File: config.mk
export PLATFORM = sky130hd
export DESIGN_NAME = two_class_queue_with_promotion
export DESIGN_NICKNAME = d
export VERILOG_FILES = /design/src/tcq_pkg.sv /design/src/two_class_queue_with_promotion.sv /design/src/tcq_ram.sv /design/src/tcq_ctrl.sv /design/src/tcq_dpath.sv
export SDC_FILE = /design/constraint.sdc
export NUM_CORES = 1
export LEC_CHECK = 0
export BUFFER_PORTS_ARGS = -buffer_cell sky130_fd_sc_hd__clkbuf_2
export CAP_MARGIN = 20
export CELL_PAD_IN_SITES_DETAIL_PLACEMENT = 1
export CELL_PAD_IN_SITES_GLOBAL_PLACEMENT = 2
export CORE_ASPECT_RATIO = 1.75
export CORE_MARGIN = 2
export CORE_UTILIZATION = 51
export CTS_BUF_LIST = sky130_fd_sc_hd__clkbuf_4 sky130_fd_sc_hd__clkbuf_8
export DETAILED_ROUTE_END_ITERATION = 8
export PLACE_DENSITY_LB_ADDON = 0.3
export SLEW_MARGIN = 20
export SYNTH_ARGS = -nofsm -noshare
export SYNTH_HDL_FRONTEND = slang
export SYNTH_SLANG_ARGS = --single-unit
File: constraint.sdc
create_clock -name clk -period 10.06 [get_ports clk]
set_clock_uncertainty 0.15 [all_clocks]
set_input_delay 0.503 -clock clk [delete_from_list [all_inputs] [get_ports clk]]
set_output_delay 0.503 -clock clk [all_outputs]
set_load 0.05 [all_outputs]
File: src/tcq_pkg.sv
// Shared types and codes for the two-class task queue.
// No dependencies; imported by the top level, tcq_ctrl and tcq_dpath.
package tcq_pkg;

	// Request kinds carried in the low bits of the input tuser.
	localparam logic [1:0] REQ_PUSH    = 2'd0;
	localparam logic [1:0] REQ_POP     = 2'd1;
	localparam logic [1:0] REQ_PROMOTE = 2'd2;

	// Result status codes carried in the low bits of the output tuser.
	localparam logic [1:0] ST_DONE  = 2'd0;
	localparam logic [1:0] ST_FULL  = 2'd1;
	localparam logic [1:0] ST_EMPTY = 2'd2;
	localparam logic [1:0] ST_NONE  = 2'd3;

	// Fixed field widths of the stream words.
	localparam int FIELD_TASK_W  = 50;
	localparam int FIELD_LEVEL_W = 4;
	localparam int IN_DATA_W     = 56;
	localparam int OUT_DATA_W    = 64;
	localparam int USER_W        = 3;

	// Commands from the controller to the datapath.
	typedef struct packed {
		logic capture;
		logic commit;
	} tcq_cmd_t;

endpackage

File: src/two_class_queue_with_promotion.sv
// Top level of the two-class task queue with promotion.
// Depends on tcq_pkg, tcq_ctrl, tcq_dpath and tcq_ram.
//
// Usage: each word on the slave stream is one request. s_tuser[1:0] is the
// request kind (push, pop, promote; the unused code is ignored and reports
// done), s_tuser[2] selects the priority class for a push, and s_tdata[49:0]
// carries the task word for a push. Every request yields exactly one word on
// the master stream holding the status, the popped task and its class, and
// the levels of both FIFOs after the request.
// Pops always drain the priority FIFO first. A promote moves the oldest
// normal task to the tail of the priority FIFO. Both FIFOs share CAPACITY
// entries; a push is refused once the combined occupancy reaches it.
// Timing: a request is accepted in the idle state and the stores are read at
// that edge; the execute state then commits the update and loads the output
// register, which then holds the valid result word. A new request is taken
// only after the last one has committed, set by the registered read of the
// task stores.
// The output register lets the block accept the next request while a result
// waits; if the receiver stalls, that request holds in its execute cycle
// until the output register frees up. Reset empties both FIFOs and drops any
// pending output word; the stores themselves are not cleared.
module two_class_queue_with_promotion
	import tcq_pkg::*;
#(
	parameter int CAPACITY   = 8,
	parameter int TASK_WIDTH = 50
) (
	input  logic                  clk,
	input  logic                  arst_n,
	input  logic                  s_tvalid,
	output logic                  s_tready,
	input  logic [IN_DATA_W-1:0]  s_tdata,  // push_task[49:0], zero pad[55:50]
	input  logic [USER_W-1:0]     s_tuser,  // req_type[1:0], push_priority[2]
	output logic                  m_tvalid,
	input  logic                  m_tready,
	output logic [OUT_DATA_W-1:0] m_tdata,  // pop_task[49:0], normal_level[53:50],
	                                        // priority_level[57:54], zero pad[63:58]
	output logic [USER_W-1:0]     m_tuser   // status[1:0], pop_was_priority[2]
);

	// Commands from the sequencer to the queue datapath.
	tcq_cmd_t cmd;

	tcq_ctrl u_ctrl (
		.clk      (clk),
		.arst_n   (arst_n),
		.s_tvalid (s_tvalid),
		.s_tready (s_tready),
		.m_tvalid (m_tvalid),
		.m_tready (m_tready),
		.cmd      (cmd)
	);

	tcq_dpath #(
		.CAPACITY   (CAPACITY),
		.TASK_WIDTH (TASK_WIDTH)
	) u_dpath (
		.clk     (clk),
		.arst_n  (arst_n),
		.cmd     (cmd),
		.s_tdata (s_tdata),
		.s_tuser (s_tuser),
		.m_tdata (m_tdata),
		.m_tuser (m_tuser)
	);

endmodule

File: src/tcq_ram.sv
// Generic single-write, single-read RAM with a registered read port.
// No dependencies.
module tcq_ram #(
	parameter int WIDTH = 50,
	parameter int DEPTH = 8
) (
	input  logic                     clk,
	input  logic                     wr_en,
	input  logic [$clog2(DEPTH)-1:0] wr_addr,
	input  logic [WIDTH-1:0]         wr_data,
	input  logic [$clog2(DEPTH)-1:0] rd_addr,
	output logic [WIDTH-1:0]         rd_data
);

	logic [WIDTH-1:0] mem_q [DEPTH];
	logic [WIDTH-1:0] rd_data_q;

	always_ff @(posedge clk) begin
		if (wr_en) begin
			mem_q[wr_addr] <= wr_data;
		end
		rd_data_q <= mem_q[rd_addr];
	end

	assign rd_data = rd_data_q;

endmodule

File: src/tcq_ctrl.sv
// Controller for the two-class task queue: request sequencing and output valid.
// Depends on tcq_pkg.
module tcq_ctrl
	import tcq_pkg::*;
(
	input  logic     clk,
	input  logic     arst_n,
	input  logic     s_tvalid,
	output logic     s_tready,
	output logic     m_tvalid,
	input  logic     m_tready,
	output tcq_cmd_t cmd
);

	typedef enum logic [1:0] {
		S_IDLE = 2'b01,
		S_EXEC = 2'b10
	} state_t;

	state_t state_q;
	state_t state_d;
	logic   out_valid_q;
	logic   commit;

	assign s_tready    = (state_q == S_IDLE);
	assign commit      = (state_q == S_EXEC) && (!out_valid_q || m_tready);
	assign cmd.capture = s_tvalid && s_tready;
	assign cmd.commit  = commit;
	assign m_tvalid    = out_valid_q;

	always_comb begin
		state_d = state_q;
		unique case (state_q)
			S_IDLE: begin
				if (s_tvalid) begin
					state_d = S_EXEC;
				end
			end
			S_EXEC: begin
				if (commit) begin
					state_d = S_IDLE;
				end
			end
			default: begin
				state_d = S_IDLE;
			end
		endcase
	end

	always_ff @(posedge clk or negedge arst_n) begin
		if (!arst_n) begin
			state_q     <= S_IDLE;
			out_valid_q <= 1'b0;
		end else begin
			state_q <= state_d;
			if (commit) begin
				out_valid_q <= 1'b1;
			end else if (m_tready) begin
				out_valid_q <= 1'b0;
			end
		end
	end

`ifndef SYNTH
	a_commit_only_in_exec: assert property (@(posedge clk) disable iff (!arst_n)
		cmd.commit |-> (state_q == S_EXEC))
		else $error("commit issued outside the execute state");
	a_valid_from_commit: assert property (@(posedge clk) disable iff (!arst_n)
		$rose(m_tvalid) |-> $past(cmd.commit))
		else $error("output word appeared without a commit");
	a_no_capture_in_exec: assert property (@(posedge clk) disable iff (!arst_n)
		(state_q == S_EXEC) |-> !cmd.capture)
		else $error("request captured while one is in progress");
`endif

endmodule

File: src/tcq_dpath.sv
// Datapath for the two-class task queue: request latch, FIFO pointers and
// occupancies, the two task stores and the output register. Depends on
// tcq_pkg and tcq_ram.
module tcq_dpath
	import tcq_pkg::*;
#(
	parameter int CAPACITY   = 8,
	parameter int TASK_WIDTH = 50
) (
	input  logic                  clk,
	input  logic                  arst_n,
	input  tcq_cmd_t              cmd,
	input  logic [IN_DATA_W-1:0]  s_tdata,
	input  logic [USER_W-1:0]     s_tuser,
	output logic [OUT_DATA_W-1:0] m_tdata,
	output logic [USER_W-1:0]     m_tuser
);

	localparam int PW = $clog2(CAPACITY);
	localparam int OW = $clog2(CAPACITY + 1);

	// Latched request.
	logic [1:0]            req_s1;
	logic                  prio_s1;
	logic [TASK_WIDTH-1:0] task_s1;

	// FIFO control state.
	logic [PW-1:0] n_rd_ptr_q, n_wr_ptr_q, p_rd_ptr_q, p_wr_ptr_q;
	logic [OW-1:0] n_occ_q, p_occ_q, n_occ_d, p_occ_d;

	// Store ports.
	logic                  n_wr_en, p_wr_en;
	logic [TASK_WIDTH-1:0] n_rd_data, p_rd_data, p_wr_data;
	logic                  n_rd_adv, p_rd_adv;

	// Result.
	logic [1:0]            status_d;
	logic [TASK_WIDTH-1:0] popped_d;
	logic                  from_p_d;
	logic [OW:0]           occ_sum;
	logic                  full;

	// Output register.
	logic [1:0]               status_q;
	logic [FIELD_TASK_W-1:0]  pop_task_q;
	logic                     from_p_q;
	logic [FIELD_LEVEL_W-1:0] n_lvl_q, p_lvl_q;

	// Width adapters between the fixed field widths and the store width.
	logic [TASK_WIDTH+FIELD_TASK_W-1:0]  push_ext, pop_ext;
	logic [OW+FIELD_LEVEL_W-1:0]         n_lvl_ext, p_lvl_ext;

	function automatic logic [PW-1:0] ptr_next(input logic [PW-1:0] p);
		logic [PW-1:0] r;
		if (p == PW'(CAPACITY - 1)) begin
			r = '0;
		end else begin
			r = p + PW'(1);
		end
		return r;
	endfunction

	assign push_ext = {{TASK_WIDTH{1'b0}}, s_tdata[FIELD_TASK_W-1:0]};

	always_ff @(posedge clk) begin
		if (cmd.capture) begin
			req_s1  <= s_tuser[1:0];
			prio_s1 <= s_tuser[2];
			task_s1 <= push_ext[TASK_WIDTH-1:0];
		end
	end

	tcq_ram #(.WIDTH(TASK_WIDTH), .DEPTH(CAPACITY)) u_nrm_ram (
		.clk     (clk),
		.wr_en   (n_wr_en && cmd.commit),
		.wr_addr (n_wr_ptr_q),
		.wr_data (task_s1),
		.rd_addr (n_rd_ptr_q),
		.rd_data (n_rd_data)
	);

	tcq_ram #(.WIDTH(TASK_WIDTH), .DEPTH(CAPACITY)) u_pri_ram (
		.clk     (clk),
		.wr_en   (p_wr_en && cmd.commit),
		.wr_addr (p_wr_ptr_q),
		.wr_data (p_wr_data),
		.rd_addr (p_rd_ptr_q),
		.rd_data (p_rd_data)
	);

	assign occ_sum = {1'b0, n_occ_q} + {1'b0, p_occ_q};
	assign full    = (occ_sum >= (OW + 1)'(CAPACITY));

	always_comb begin
		n_wr_en   = 1'b0;
		p_wr_en   = 1'b0;
		p_wr_data = task_s1;
		n_rd_adv  = 1'b0;
		p_rd_adv  = 1'b0;
		status_d  = ST_DONE;
		popped_d  = '0;
		from_p_d  = 1'b0;
		n_occ_d   = n_occ_q;
		p_occ_d   = p_occ_q;
		case (req_s1)
			REQ_PUSH: begin
				if (full) begin
					status_d = ST_FULL;
				end else if (prio_s1) begin
					p_wr_en = 1'b1;
					p_occ_d = p_occ_q + OW'(1);
				end else begin
					n_wr_en = 1'b1;
					n_occ_d = n_occ_q + OW'(1);
				end
			end
			REQ_POP: begin
				if (p_occ_q != '0) begin
					popped_d = p_rd_data;
					from_p_d = 1'b1;
					p_rd_adv = 1'b1;
					p_occ_d  = p_occ_q - OW'(1);
				end else if (n_occ_q != '0) begin
					popped_d = n_rd_data;
					n_rd_adv = 1'b1;
					n_occ_d  = n_occ_q - OW'(1);
				end else begin
					status_d = ST_EMPTY;
				end
			end
			REQ_PROMOTE: begin
				if (n_occ_q != '0) begin
					n_rd_adv  = 1'b1;
					n_occ_d   = n_occ_q - OW'(1);
					p_wr_en   = 1'b1;
					p_wr_data = n_rd_data;
					p_occ_d   = p_occ_q + OW'(1);
				end else begin
					status_d = ST_NONE;
				end
			end
			default: begin
				status_d = ST_DONE;
			end
		endcase
	end

	always_ff @(posedge clk or negedge arst_n) begin
		if (!arst_n) begin
			n_rd_ptr_q <= '0;
			n_wr_ptr_q <= '0;
			p_rd_ptr_q <= '0;
			p_wr_ptr_q <= '0;
			n_occ_q    <= '0;
			p_occ_q    <= '0;
		end else if (cmd.commit) begin
			if (n_rd_adv) begin
				n_rd_ptr_q <= ptr_next(n_rd_ptr_q);
			end
			if (n_wr_en) begin
				n_wr_ptr_q <= ptr_next(n_wr_ptr_q);
			end
			if (p_rd_adv) begin
				p_rd_ptr_q <= ptr_next(p_rd_ptr_q);
			end
			if (p_wr_en) begin
				p_wr_ptr_q <= ptr_next(p_wr_ptr_q);
			end
			n_occ_q <= n_occ_d;
			p_occ_q <= p_occ_d;
		end
	end

	assign pop_ext   = {{FIELD_TASK_W{1'b0}}, popped_d};
	assign n_lvl_ext = {{FIELD_LEVEL_W{1'b0}}, n_occ_d};
	assign p_lvl_ext = {{FIELD_LEVEL_W{1'b0}}, p_occ_d};

	always_ff @(posedge clk) begin
		if (cmd.commit) begin
			status_q   <= status_d;
			pop_task_q <= pop_ext[FIELD_TASK_W-1:0];
			from_p_q   <= from_p_d;
			n_lvl_q    <= n_lvl_ext[FIELD_LEVEL_W-1:0];
			p_lvl_q    <= p_lvl_ext[FIELD_LEVEL_W-1:0];
		end
	end

	assign m_tdata = {6'd0, p_lvl_q, n_lvl_q, pop_task_q};
	assign m_tuser = {from_p_q, status_q};

`ifndef SYNTH
	a_occ_bound: assert property (@(posedge clk) disable iff (!arst_n)
		occ_sum <= (OW + 1)'(CAPACITY))
		else $error("combined occupancy exceeds capacity");
	a_hold_without_commit: assert property (@(posedge clk) disable iff (!arst_n)
		!cmd.commit |=> ($stable(n_occ_q) && $stable(p_occ_q) &&
			$stable(n_rd_ptr_q) && $stable(p_wr_ptr_q)))
		else $error("queue state changed without a commit");
	a_promote_keeps_total: assert property (@(posedge clk) disable iff (!arst_n)
		(cmd.commit && req_s1 == REQ_PROMOTE) |=> (occ_sum == $past(occ_sum)))
		else $error("promote changed the combined occupancy");
`endif

endmodule
==> results of run 1 <==
-- flip-flops by register name (all words and copies together) (netlist names), 3 cells and up --
signal	flops
u_dpath.task_s1	50
u_dpath.p_rd_ptr_q	3
u_dpath.p_occ_q	4
u_dpath.u_nrm_ram.mem_q	400
u_dpath.p_wr_ptr_q	3
u_dpath.pop_task_q	50
u_dpath.u_pri_ram.rd_data	50
u_dpath.p_lvl_q	4
u_dpath.n_lvl_q	4
u_dpath.u_pri_ram.mem_q	400
u_dpath.n_occ_q	4
u_dpath.n_wr_ptr_q	3
u_dpath.u_nrm_ram.rd_data	50
u_dpath.n_rd_ptr_q	3
-- critical path, cell delays in order (launching register included) --
cell and delay, ns:
dfrtp_1 0.55, ha_1 0.31, a21o_1 0.21, nand2_1 0.12, mux2i_1 0.51, a22o_2 0.31
nand3_1 0.24, nor2_4 0.80, buf_4 0.67
-- cell usage after synthesis, types with 3 or more instances --
library cell / number / area [sq um]
edfxtp_1: 914 / 27400
mux4_2: 200 / 4500
mux2_2: 159 / 1790
dfxtp_1: 100 / 2000
a22o_1: 51 / 447
clkbuf_1: 36 / 135
buf_2: 33 / 165
dfrtp_1: 22 / 551
ha_1: 20 / 250
nand2_1: 20 / 75.1
o21ai_0: 19 / 95.1
nor2_1: 17 / 63.8
inv_1: 13 / 48.8
a21oi_1: 12 / 60.1
buf_4: 12 / 90.1
nand2b_1: 7 / 43.8
nor3_1: 7 / 35.0
mux2i_1: 6 / 60.1
nor2b_1: 6 / 37.5
a21o_1: 5 / 37.5
buf_1: 5 / 18.8
nand3_1: 4 / 20.0
nand3b_1: 4 / 30.0
nor4b_1: 4 / 35.0
a31oi_1: 3 / 18.8
nor3b_1: 3 / 22.5
o221ai_1: 3 / 26.3
o31ai_1: 3 / 22.5
-- how the worst min path moves through the flow --
| stage | startpoint | endpoint | slack [ns] |
|---|---|---|---|
| finish | arst_n | u_dpath.p_occ_q[3] | 0.15 |
| global placement | u_ctrl.state_q[1] | u_ctrl.m_tvalid | 0.35 |
| global route | arst_n | u_dpath.p_occ_q[3] | 0.18 |
| detailed placement | u_ctrl.m_tvalid | u_ctrl.m_tvalid | 0.36 |
| CTS | arst_n | u_dpath.p_wr_ptr_q[2] | 0.10 |
| floorplan | arst_n | u_ctrl.m_tvalid | 0.06 |
-- power by group through the flow --
stage / combinational [mW] / sequential [mW] / clock [mW]
2_1_floorplan: 1.52 / 5.34 / 0
6_report: 1.83 / 5.44 / 3.32
3_3_place_gp: 1.75 / 5.51 / 0
5_1_grt: 1.98 / 5.48 / 3.56
4_1_cts: 1.86 / 5.44 / 3.40
3_5_place_dp: 1.84 / 5.54 / 0
-- cell families after synthesis --
kind of cell	share of synthesized area [%]
compound gates	2.17
fa+ha+maj	0.703
buf+inv	1.26
flops	78.1
mux	16.5
other cells	0.00975
simple gates	1.23
-- routing by layer --
| metal | part of all wire [%] | up-vias |
|---|---|---|
| met5 | 0 | - |
| met4 | 2.9 | 0 |
| met3 | 4.8 | 149 |
| met2 | 53 | 568 |
| met1 | 39 | 9731 |
| li1 | - | 7681 |
-- area by class of cell --
type	instances	area share, %
inverters	14	0.126
repair buffers	206	3.18
clock buffers	218	6.17
well taps	945	2.70
flip-flops and latches	1037	68.7
clock inverters	48	0.635
diodes	1	0.00572
multi-input cells	589	18.5
-- stage by stage --
stage	setup slack, ns	instance area, sq um	hold slack [ns]	instances	utilization, %
after CTS	5.71	43700	0.100	3057	58.4
after global routing	5.61	43700	0.175	3058	58.4
after global placement	5.87	40200	0.352	2736	53.7
final	5.77	43700	0.155	3058	58.4
after floorplan	2.21	38500	0.0574	1728	-
after detailed placement	5.71	40200	0.359	2736	53.7
==> run metrics, run 1 <==
Final period util=between 40% and 50%; Worst-Margin Slew=approximately 1.1 ns; Initial Utilization=between 50 and 60%; vias in the first global route=20.2k; synth-to-layout area growth=13.7%; CTS Hold Bufs=55; Seq pwr share=51.4%; CTS clk-pin slew, worst paths=approximately 0.060 ns; I/O pin count=between 100 and 150; wire per inst=28.2 um; global-route wire length before repair=~130000 um; CP Capture Type=flip-flop; Multi-input gate area=8070 sq um; CTS sink count=between 1k and 1.5k; CP startpoint kind=flip-flop; Max Cap Viol=0; area of the die=a little under 80000 sq um; Switching Share=around a quarter; Switch Pwr=roughly 2.7 mW; Worst Path Required=slightly above 10 ns; Final Wtd Congestion=between 0.7 and 0.8; most frequent cells in the layout=914 x edfxtp_1, 200 x mux4_2, 170 x clkbuf_8; share of cells above drive strength 1=37.4%; clk root buf=clkbuf_8; Int Pwr=7.87 mW; antenna viol nets, final=0; final WL=86400 um; largest net degree at the start of global routing=65; final-layout fill cell count=approximately 6.3k; met3 GRT Util=3.74%; Post-CTS Resized=0; Max Slew Vio Count=0; Yosys warning count=0; number of core rows=approximately 130; worst setup path end=u_dpath.u_pri_ram.mem_q[7][38]; Die Span Y=roughly 370 um; mean post-synth cell area=approximately 22 sq um; GRT met1 Usage=28.7%; pwr dens=about 240 nW/um^2; M2 GR Usage=about two fifths; Clk Latency, worst-skew pair=approximately 0.78 ns; reg2reg setup slack=between 5 and 6 ns; Clock Power Share=31.3%; Critical Path Start=u_dpath.n_occ_q[1]; Num CTS Buffers=about 150; vias per cell=~6; total power=~11 mW; RR Endpoint=u_dpath.u_pri_ram.mem_q[7][38]; Worst Hold Class=in -> async; register area=around 30000 sq um; CTS tree=built; post-route setup TNS=0 ns; CP Class=reg -> reg; drt pass-1 iters=5; Hold Violations, Final=0; core area=roughly 75000 sq um; Post-synth EDFFs=914; fmax=roughly 230 MHz; Logic pwr share=between 15 and 20%; Yosys reg bits=1037; gr ovfl total=0; Die X-Extent=between 200 and 250 um; RSZ-0062 raised after global routing=no; drt drc=0; Post-CTS Setup Repair Bufs=0; R2R depth=8; H-tree depth=4; worst reg2reg startpoint=u_dpath.n_occ_q[1]; most common library cell in the layout ignoring fill and taps=edfxtp_1; P_leak=around 14 nW; CTS max path bufs=3; Buffers on Ports=roughly 120; GRT Total Usage=23.1%; Nets=slightly above 2k; outcome=finished, final reports clean; Synth Instances=approximately 1.7k; Iter 0 DRT Violations=~1.5k; Top FF cell, synth=edfxtp_1; netlist area before placement=slightly below 40000 sq um; setup violators final=0; max_slew headroom=27.2%; dpl hpwl=45500 um; post-synthesis sequential area ratio=approximately four fifths; critical-path maximum fanout=32; vias=18.1k; ys async rst share=~2.2%; Yosys cell types=between 50 and 60; antenna violations before repair=2; gr busiest metal=met2; Worst EP arrival=between 4 and 5 ns; Peak supply drop=0.125 mV; final worst path period need=roughly 4.3 ns
Note: power is estimated with default switching activity, not from simulation.
==> run 2, diff against run 1 <==
--- a/config.mk
+++ b/config.mk
@@ -5,13 +5,14 @@
 export SDC_FILE = /design/constraint.sdc
 export NUM_CORES = 1
 export LEC_CHECK = 0
+export ABC_AREA = 1
 export BUFFER_PORTS_ARGS = -buffer_cell sky130_fd_sc_hd__clkbuf_2
 export CAP_MARGIN = 20
 export CELL_PAD_IN_SITES_DETAIL_PLACEMENT = 1
 export CELL_PAD_IN_SITES_GLOBAL_PLACEMENT = 2
 export CORE_ASPECT_RATIO = 1.75
 export CORE_MARGIN = 2
-export CORE_UTILIZATION = 51
+export CORE_UTILIZATION = 42
 export CTS_BUF_LIST = sky130_fd_sc_hd__clkbuf_4 sky130_fd_sc_hd__clkbuf_8
 export DETAILED_ROUTE_END_ITERATION = 8
 export PLACE_DENSITY_LB_ADDON = 0.3
==> constraint.sdc (replaced) <==
create_clock -name clk -period 3.8 [get_ports clk]
set_clock_uncertainty 0.15 [all_clocks]
set_input_delay 0.19 -clock clk [delete_from_list [all_inputs] [get_ports clk]]
set_output_delay 0.19 -clock clk [all_outputs]
set_load 0.05 [all_outputs]
==> run 2 against run 1 <==
Effect of this change: wire length grew 22%; flip-flop and latch count unchanged; final area up 4.6%; global-route usage is 1.2 points lower; total power grew to 3.0 times the previous value; synthesized cell count increased by 69%; sequential power rose to 2.7 times the previous value; critical path depth is 3 higher; non-clock buffer count is 76 higher; clock power grew to 2.7 times the previous value; maximum frequency increased by 30%; highest routed layer unchanged.
==> run metrics, run 2 <==
outcome=finished, final reports clean; fmax=303 MHz; RSZ-0062 raised after global routing=no; setup ws final=between 0.4 and 0.5 ns; CP Capture Type=flip-flop; ys async rst share=approximately 2.2%; CP Class=reg -> reg; drt drc=0; Clk Latency, worst-skew pair=about 0.84 ns; GRT Total Usage=a little over a fifth; Post-Synth XOR/XNOR Area=less than 1%; Worst Path Required=slightly above 4 ns; pwr dens=just over 700 nW/um^2; Initial Utilization=between 40% and 50%; Buffers on Ports=between 100 and 150; critical-path maximum fanout=50; post-synthesis sequential area ratio=around 76%; Num CTS Buffers=151; antenna violations before repair=3; Nets=between 3k and 4k; CTS tree=built; Max Slew Vio Count=0; largest family of logic cells by synthesized area=compound AO/OA/AOI/OAI gates; Worst Hold Class=in -> reg; CTS max path bufs=3; leading area contributor after synthesis=edfxtp_1; vias per cell=~5.5; drt pass-1 iters=7; mean post-synth cell area=approximately 13 sq um; Hold Violations, Final=0; Yosys reg bits=about 1.0k; Clock Power Share=approximately 28%; most used cell, CP=nand2_1; final core occ=between 40 and 50%; CTS Hold Bufs=between 100 and 150; Worst-Margin Slew=a little under 1 ns; global-route wire length before repair=between 150000 and 200000 um; Logic pwr share=26.9%; Synth Instances=roughly 2.9k; P_leak=approximately 16 nW; mux cell area share after synthesis=1.43%; core area=93000 sq um; vias=24.8k; synth-to-layout area growth=16.3%; Post-CTS Setup Repair Bufs=0; Final period util=86.9%; synthesized-area fraction occupied by adder cells=less than 1%; final WL=roughly 110000 um; final worst path period need=about 3.3 ns; Iter 0 DRT Violations=around 1.7k; area of the die=96200 sq um; Post-CTS Resized=0; simple-gate share of the synthesized area=approximately 8.9%; gr ovfl total=0; count leader, synth=edfxtp_1; slowest stage delay, CP=between 0.4 and 0.5 ns; clk root buf=clkbuf_8; Peak supply drop=0.447 mV; max_slew headroom=roughly 34%; Slowest cell on crit path=dfrtp_1; I/O pin count=132; Yosys cell types=42; biggest regs=u_dpath.u_nrm_ram.mem_q: 400 flops, u_dpath.u_pri_ram.mem_q: 400 flops; CTS sink count=about 1.0k; Yosys warning count=0; netlist area before placement=between 30000 and 40000 sq um; dpl hpwl=57100 um; Final Wtd Congestion=roughly 0.83; CP startpoint kind=flip-flop; number of core rows=between 100 and 150; total power=~32 mW; compound-cell area share of the yosys netlist=between 9 and 10%; most common library cell in the layout ignoring fill and taps=edfxtp_1; Synth top area share=between 60 and 70%; Seq pwr share=between 40 and 50%; antenna viol nets, final=0; CTS clk-pin slew, worst paths=about 0.060 ns; Post-synth EDFFs=914; Switch Pwr=11.1 mW; Switching Share=34.4%; Max Cap Viol=0; largest cells by area after synthesis=edfxtp_1 70%, nor2_1 6.9%, o21ai_0 5.3%; largest net degree at the start of global routing=slightly above 200; Crit path max-delay family=simple AND/OR/NAND/NOR gates; setup violators final=0; Die Span Y=approximately 410 um; most frequent cells in the layout=914 x edfxtp_1, 720 x nor2_1, 416 x o21ai_0; share of cells above drive strength 1=between 10% and 20%; Top FF cell, synth=edfxtp_1; critical path, cell by cell=inv_1 > fa_1 > nand2_1 > inv_1 > a21boi_1 > nor2_4 > nand2_1 > nor2_4 > nand2_1 > nor3_4 > buf_12; vias in the first global route=roughly 26k; Worst EP arrival=between 3 and 4 ns; Int Pwr=about 21 mW; wire per inst=approximately 23 um; synth cell count leaders=914 x edfxtp_1, 727 x nor2_1, 416 x o21ai_0; H-tree depth=4; Buf/Inv on CP=3; Die X-Extent=approximately 240 um; Place WS=0.520 ns
run 2: cell types whose count changed after synthesis, sizes merged, moves of 31 or more:
cell    before  now
a32o         0   47
buf         52   98
nor2        17  730
inv         13   44
o21ai       20  417
clkbuf      36   90
mux2       159   50
a31oi        3  101
a22o        52    0
o22ai        2  100
mux4       200    0
nand2       21  111
run 2: final timing paths:
| check | start | endpoint | slack (ns) | cells past startpoint |
|---|---|---|---|---|
| max | u_dpath.n_occ_q[1] | u_dpath.u_nrm_ram.mem_q[2][41] | 0.50 | 11 |
| min | m_tready | u_ctrl.state_q[0] | 0.20 | 4 |
| max reg2reg | u_dpath.n_occ_q[1] | u_dpath.u_nrm_ram.mem_q[2][41] | 0.50 | 11 |
| min reg2reg | u_ctrl.state_q[1] | u_ctrl.state_q[0] | 0.36 | 1 |
| max in group asynchronous | arst_n | u_dpath.n_rd_ptr_q[1] | 2.96 | 4 |
| min in group asynchronous | arst_n | u_ctrl.state_q[0] | 0.33 | 3 |
run 2: kinds of logic after synthesis:
group           Yosys count
compound gates          678
xor+xnor                  5
fa+ha+maj                21
buf+inv                 233
flops                  1037
mux                      50
other cells               1
simple gates            892
run 2: power by group through the flow:
stage | logic, mW | registers [mW] | clock network [mW]
after CTS | 8.76 | 14.5 | 9.33
after global placement | 8.14 | 14.7 | 0
after floorplan | 5.93 | 14.4 | 0
after detailed placement | 8.61 | 14.8 | 0
final | 8.67 | 14.5 | 9.08
after global routing | 9.64 | 14.6 | 9.78
run 2: per-stage QoR:
stage / hold slack (ns) / instance area, sq um / cells / setup TNS (ns)
6_report: 0.199 / 45800 / 4490 / 0
4_1_cts: 0.105 / 45800 / 4489 / 0
3_3_place_gp: 0.130 / 41500 / 4104 / 0
3_5_place_dp: 0.158 / 41500 / 4104 / 0
5_1_grt: 0.208 / 45800 / 4490 / 0
2_1_floorplan: -0.256 / 39500 / 2922 / -186.69
run 2: cell type report:
type                       instances  area, sq um
clock inverter                    44          315
fill                            9422        47200
sequential                      1037        30000
tap                             1200         1500
timing repair buffer             282         2480
inverter                          45          176
multi-input combinational       1652         8470
antenna                            1         2.50
clock buffer                     229         2760
run 2: worst register-to-register path: stages (launching register included):
cell and delay [ns]:
dfrtp_1 0.48, inv_1 0.23, fa_1 0.21, nand2_1 0.05, inv_1 0.08, a21boi_1 0.11, nor2_4 0.20, nand2_1 0.19
nor2_4 0.28, nand2_1 0.31, nor3_4 0.24, buf_12 0.35
run 2: layer usage:
layer / vias to the layer above / GRT usage [%] / wire length [um]
met5: - / 0 / 0
met4: 0 / 7.22 / 2510
met3: 202 / 3.46 / 5010
met2: 687 / 39.1 / 54000
met1: 12742 / 27.2 / 43800
li1: 11174 / - / -
